File: src/rtl/ossp_pkg.sv
// ----------------------------------------------------------------------------
// ossp_pkg
// Shared constants and codes for the one-shot sample player.
// ----------------------------------------------------------------------------
package ossp_pkg;

    localparam int FRAC_BITS  = 16;
    localparam int ADDR_W     = 16;
    localparam int DEPTH      = 1 << ADDR_W;
    localparam int COUNT_W    = ADDR_W + 1;
    localparam int POS_W      = COUNT_W + FRAC_BITS;
    localparam int SAMPLE_W   = 32;
    localparam int RAW_W      = 16;
    localparam int STEP_W     = 24;
    localparam int LEVEL_W    = 31;
    localparam int CFG_W      = 31;
    localparam int PROD_W     = SAMPLE_W + LEVEL_W;
    localparam int DIV_STEPS  = SAMPLE_W;
    localparam int DIV_CNT_W  = $clog2(DIV_STEPS + 1);

    localparam logic [2:0] OP_CLEAR     = 3'd0;
    localparam logic [2:0] OP_LOAD      = 3'd1;
    localparam logic [2:0] OP_TICK      = 3'd2;
    localparam logic [2:0] OP_RESTART   = 3'd3;
    localparam logic [2:0] OP_NORMALIZE = 3'd4;

    localparam logic REG_STEP_RATE  = 1'b0;
    localparam logic REG_PEAK_LEVEL = 1'b1;

    typedef logic [SAMPLE_W-1:0] sample_t;
    typedef logic [PROD_W-1:0]   prod_t;

endpackage

File: src/rtl/ossp_div.sv
// ----------------------------------------------------------------------------
// ossp_div
// Restoring divider, one quotient bit per cycle; quotient must fit 32 bits.
// ----------------------------------------------------------------------------
module ossp_div
    import ossp_pkg::*;
(
    input  logic    clk,
    input  logic    rst_n,
    input  logic    start,
    input  prod_t   dividend,
    input  sample_t divisor,
    output logic    done,
    output sample_t quotient
);

    logic [DIV_CNT_W-1:0] cnt_reg, cnt_next;
    sample_t              rem_reg, rem_next;
    sample_t              quo_reg, quo_next;
    logic                 done_reg, done_next;
    logic [SAMPLE_W:0]    trial;
    logic                 fits;

    assign trial = {rem_reg, quo_reg[SAMPLE_W-1]};
    assign fits  = trial >= {1'b0, divisor};

    always_comb
    begin
        cnt_next  = cnt_reg;
        rem_next  = rem_reg;
        quo_next  = quo_reg;
        done_next = 1'b0;
        if (start)
        begin
            cnt_next = DIV_CNT_W'(DIV_STEPS);
            rem_next = {1'b0, dividend[PROD_W-1:SAMPLE_W]};
            quo_next = dividend[SAMPLE_W-1:0];
        end
        else if (cnt_reg != '0)
        begin
            cnt_next = cnt_reg - 1'b1;
            rem_next = fits ? SAMPLE_W'(trial - {1'b0, divisor}) : trial[SAMPLE_W-1:0];
            quo_next = {quo_reg[SAMPLE_W-2:0], fits};
            done_next = (cnt_reg == DIV_CNT_W'(1));
        end
    end

    always_ff @(posedge clk or negedge rst_n)
    begin
        if (!rst_n)
        begin
            cnt_reg  <= '0;
            done_reg <= 1'b0;
        end
        else
        begin
            cnt_reg  <= cnt_next;
            done_reg <= done_next;
        end
    end

    always_ff @(posedge clk)
    begin
        rem_reg <= rem_next;
        quo_reg <= quo_next;
    end

    assign done     = done_reg;
    assign quotient = quo_reg;

    a_done_after_last_step: assert property (@(posedge clk) disable iff (!rst_n)
        done_reg |-> $past(cnt_reg == DIV_CNT_W'(1)))
        else $error("divider done without final step");

    a_start_loads_count: assert property (@(posedge clk) disable iff (!rst_n)
        start |=> (cnt_reg == DIV_CNT_W'(DIV_STEPS)))
        else $error("divider start did not load step count");

    a_rem_below_divisor: assert property (@(posedge clk) disable iff (!rst_n)
        (cnt_reg != '0) && !$past(start) && !start |-> rem_reg < divisor)
        else $error("divider remainder out of range");

endmodule

File: config.mk
export PLATFORM = sky130hd
export DESIGN_NAME = ossp_div
export DESIGN_NICKNAME = d
export VERILOG_FILES = /design/src/rtl/ossp_pkg.sv /design/src/rtl/ossp_div.sv
export SDC_FILE = /design/constraint.sdc
export NUM_CORES = 1
export LEC_CHECK = 0
export ABC_AREA = 1
export BUFFER_PORTS_ARGS = -buffer_cell sky130_fd_sc_hd__buf_2
export CAP_MARGIN = 0
export CORE_AREA = 3 3 116 118
export CTS_CLUSTER_DIAMETER = 200
export CTS_CLUSTER_SIZE = 25
export DETAILED_ROUTE_END_ITERATION = 12
export DIE_AREA = 0 0 119 121
export HOLD_SLACK_MARGIN = 0.08
export PLACE_DENSITY = 0.79
export REMOVE_ABC_BUFFERS = 1
export SYNTH_ARGS = -nofsm -noshare
export SYNTH_HDL_FRONTEND = slang
export SYNTH_SLANG_ARGS = --single-unit
export TNS_END_PERCENT = 1
File: constraint.sdc
create_clock -name clk -period 4.29 [get_ports clk]
set_input_delay 0.6435 -clock clk [delete_from_list [all_inputs] [get_ports clk]]
set_output_delay 0.6435 -clock clk [all_outputs]
set_load 0.05 [all_outputs]
==> results.md <==
* Status: finished, final reports clean
* GP Congestion at 0.9797
* Fmax at 361.1 MHz
* Setup violators final at 0
* Clock Latency Late Sink at 0.35 ns
* Psw at 0.002402 W
* Setup Skew at 0.009609 ns
* Share of cells above drive strength 1 at 0.1447
* First-pass GRT wire length at 26.18 mm
* Via count at 6,101
* Yosys reg bits at 71
* Critical path data arrival time at 2.87 ns
* Final hold slack at 0.1187 ns
* Router iterations before antenna repair at 5
* GRT busiest layer: met2
* Pin count of the biggest net entering global routing at 50
* Commonest cells after routing, fill and taps aside: nand2_1 (436), inv_1 (192), buf_2 (130), nand3_1 (85), edfxtp_1 (63)
* Maximum fanout along the worst path at 21
* Dpl hpwl at 12.20 mm
* Tmin final at 2.769 ns
* Final setup margin at 1.521 ns
* Leak at 4.286 nW
* Final Power at 0.004926 W
* DR DRC count at 0
* RSZ-0062 raised after global routing: no
* Die outline height at 121 um
* Die Span X at 119 um
* Root buffer cell: clkbuf_16
* Count of non-filler cells in the finished layout at 1,271
* CTS tree: done
* Antenna violations before repair at 0
* Internal power at 0.002525 W
* Fill count at 1,268
* R2R depth at 10
* Layout Area Growth over Synthesis at 17.37%
* Routed WL at 15.71 mm
* Max Buffers Root-to-Sink at 2
* Sequential power share at 0.249
* Worst EP required at 4.39 ns
* Clk pwr share at 0.160
* Placeable Area at 12,570 um2
* Final hold viol count at 0
* # nets final at 1,227
* Fin Setup TNS at 0 ns
* Post-Syn Area at 6166 um2
* Synth cell types at 34
* GR Layer Usage met1 at 0.2972
* DRC violation total after the first TritonRoute iteration at 411
* Combinational share of power at 0.591
* CP Launch Type: primary input
* Post-Place Setup Slack at 1.185 ns
* Post-CTS Hold Buffers at 0
* Power Density at 680.7 nW/um2
* All-Layer GR Usage at 0.2235
* Antenna diodes at 0
* Htree depth at 3
* Max Slew Vio Count at 0
* Port bufs at 130
* Vias per inst at 4.800
* Post-cts sizing count at 0
* Antenna-violating nets left at 0
* Post-CTS setup repair buffer count at 0
* Row cnt at 41
* GRT Residual Overflow at 0
* Max VDD drop at 382.8 uV
* TritonCTS Sinks at 71
* Die area at 14,400 um2
* Nature of the critical path endpoint: register
* Hold crit path type: primary input to asynchronous set/reset pin
* Worst slew pin tran at 0.7696 ns
* Net Sw Frac at 0.4876
* Post-synthesis cell count at 973
* I/O pin total at 131
* Met2 usage at 0.3691
* Placed cell count at 1,255
* GR Util met3 at 0.04755
* CTS buffer count at 9
* Crit path kind: primary input to register
* Most common cell after layout, fill and taps aside: nand2_1
* Syn Area/Cell at 6.337 um2
* Synth Warn # at 0
* Vias in the first global route at 5,684
* Seq/Total Area, Yosys at 0.3385
* Final Cycle Share at 0.6455
* WL/cell at 12.36 um
* Max-slew headroom at 0.4869
* Clk pin slew, worst setup/hold paths at 0.06 ns
* Max_cap viols at 0
* Initial core utilization at 0.4906
-- cell type report --
| class | instances | area, um2 | area share |
|---|---|---|---|
| Timing Repair Buffer | 134 | 680.7 | 0.09405 |
| Multi-Input combinational cell | 684 | 3221 | 0.4450 |
| Clock buffer | 9 | 225.2 | 0.03112 |
| Tap cell | 172 | 215.2 | 0.02974 |
| Inverter | 194 | 728.2 | 0.1006 |
| Sequential cell | 71 | 2087 | 0.2884 |
| Clock inverter | 7 | 80.08 | 0.01107 |
-- through the flow --
| stage | cell area [um2] | util |
|---|---|---|
| 5_1_grt | 7237 | 0.5758 |
| 2_1_floorplan | 6036 | - |
| 6_report | 7237 | 0.5758 |
| 4_1_cts | 7237 | 0.5758 |
| 3_3_place_gp | 6932 | 0.5515 |
| 3_5_place_dp | 6932 | 0.5515 |
-- synth_stat cells, drive strengths merged --
cell	count	area, um2
ha	34	425.4
fa	1	20.02
nand2	440	1672
inv	194	728.2
nor2	46	175.2
a21o	1	7.510
dfxtp	1	20.02
clkbuf	7	26.28
nor3	10	50.05
o31ai	1	7.510
o21ai	2	10.00
a21oi	25	128.9
buf	17	103.8
xnor2	16	140.1
edfxtp	63	1892
nand4	4	25.02
or2	1	6.260
dfrtp	7	175.2
a211oi	1	7.510
a31oi	2	12.51
o21bai	2	15.01
nand3	86	435.4
and2	5	31.28
nand3b	6	45.04
o22ai	1	6.260
-- cell families after synthesis --
| kind of cell | after synthesis | share of synthesized area |
|---|---|---|
| XOR/XNOR | 16 | 0.02273 |
| adder cells (fa/ha/maj) | 35 | 0.07224 |
| buffers and inverters | 218 | 0.1392 |
| AO/OA/AOI/OAI | 35 | 0.03166 |
| flip-flops | 71 | 0.3385 |
| AND/OR/NAND/NOR | 598 | 0.3957 |
-- layer usage --
layer  vias up  wire (um)
met5         -          0
met4         0        234
met3        19       1190
met2       220       7121
met1      2648       7167
li1       3214          -
-- worst max-delay path, cell delays in order --
cell	delay, ns
buf_2	0.07
inv_1	0.04
ha_1	0.34
nand2_1	0.15
inv_1	0.05
a21oi_1	0.20
o21ai_1	0.09
a21oi_2	0.57
buf_4	0.41
nand3_1	0.12
nand3_1	0.12
nand2_1	0.05
-- worst paths after layout --
kind	startpoint	endpoint	slack, ns
max in group asynchronous	rst_n	cnt_reg[3]$_DFFE_PN0P_	4.02
hold / removal	rst_n	done$_DFF_PN0_	0.12
hold reg to reg	rem_reg[31]$_SDFFE_PP0P_	rem_reg[31]$_SDFFE_PP0P_	0.48
min in group clk	rem_reg[31]$_SDFFE_PP0P_	rem_reg[31]$_SDFFE_PP0P_	0.48
setup reg to reg	rem_reg[17]$_DFFE_PP_	rem_reg[6]$_DFFE_PP_	1.54
setup / recovery	divisor[28]	rem_reg[6]$_DFFE_PP_	1.52
-- power groups by stage --
stage | Clock (W) | Sequential, W | Combinational, W
6_report | 0.000787 | 0.00123 | 0.00291
5_1_grt | 0.000828 | 0.00127 | 0.00331
4_1_cts | 0.000796 | 0.00123 | 0.00291
3_5_place_dp | 0 | 0.00123 | 0.00289
3_3_place_gp | 0 | 0.00124 | 0.00284
2_1_floorplan | 0 | 0.00143 | 0.00202
Power figures use the tool's default switching activity.
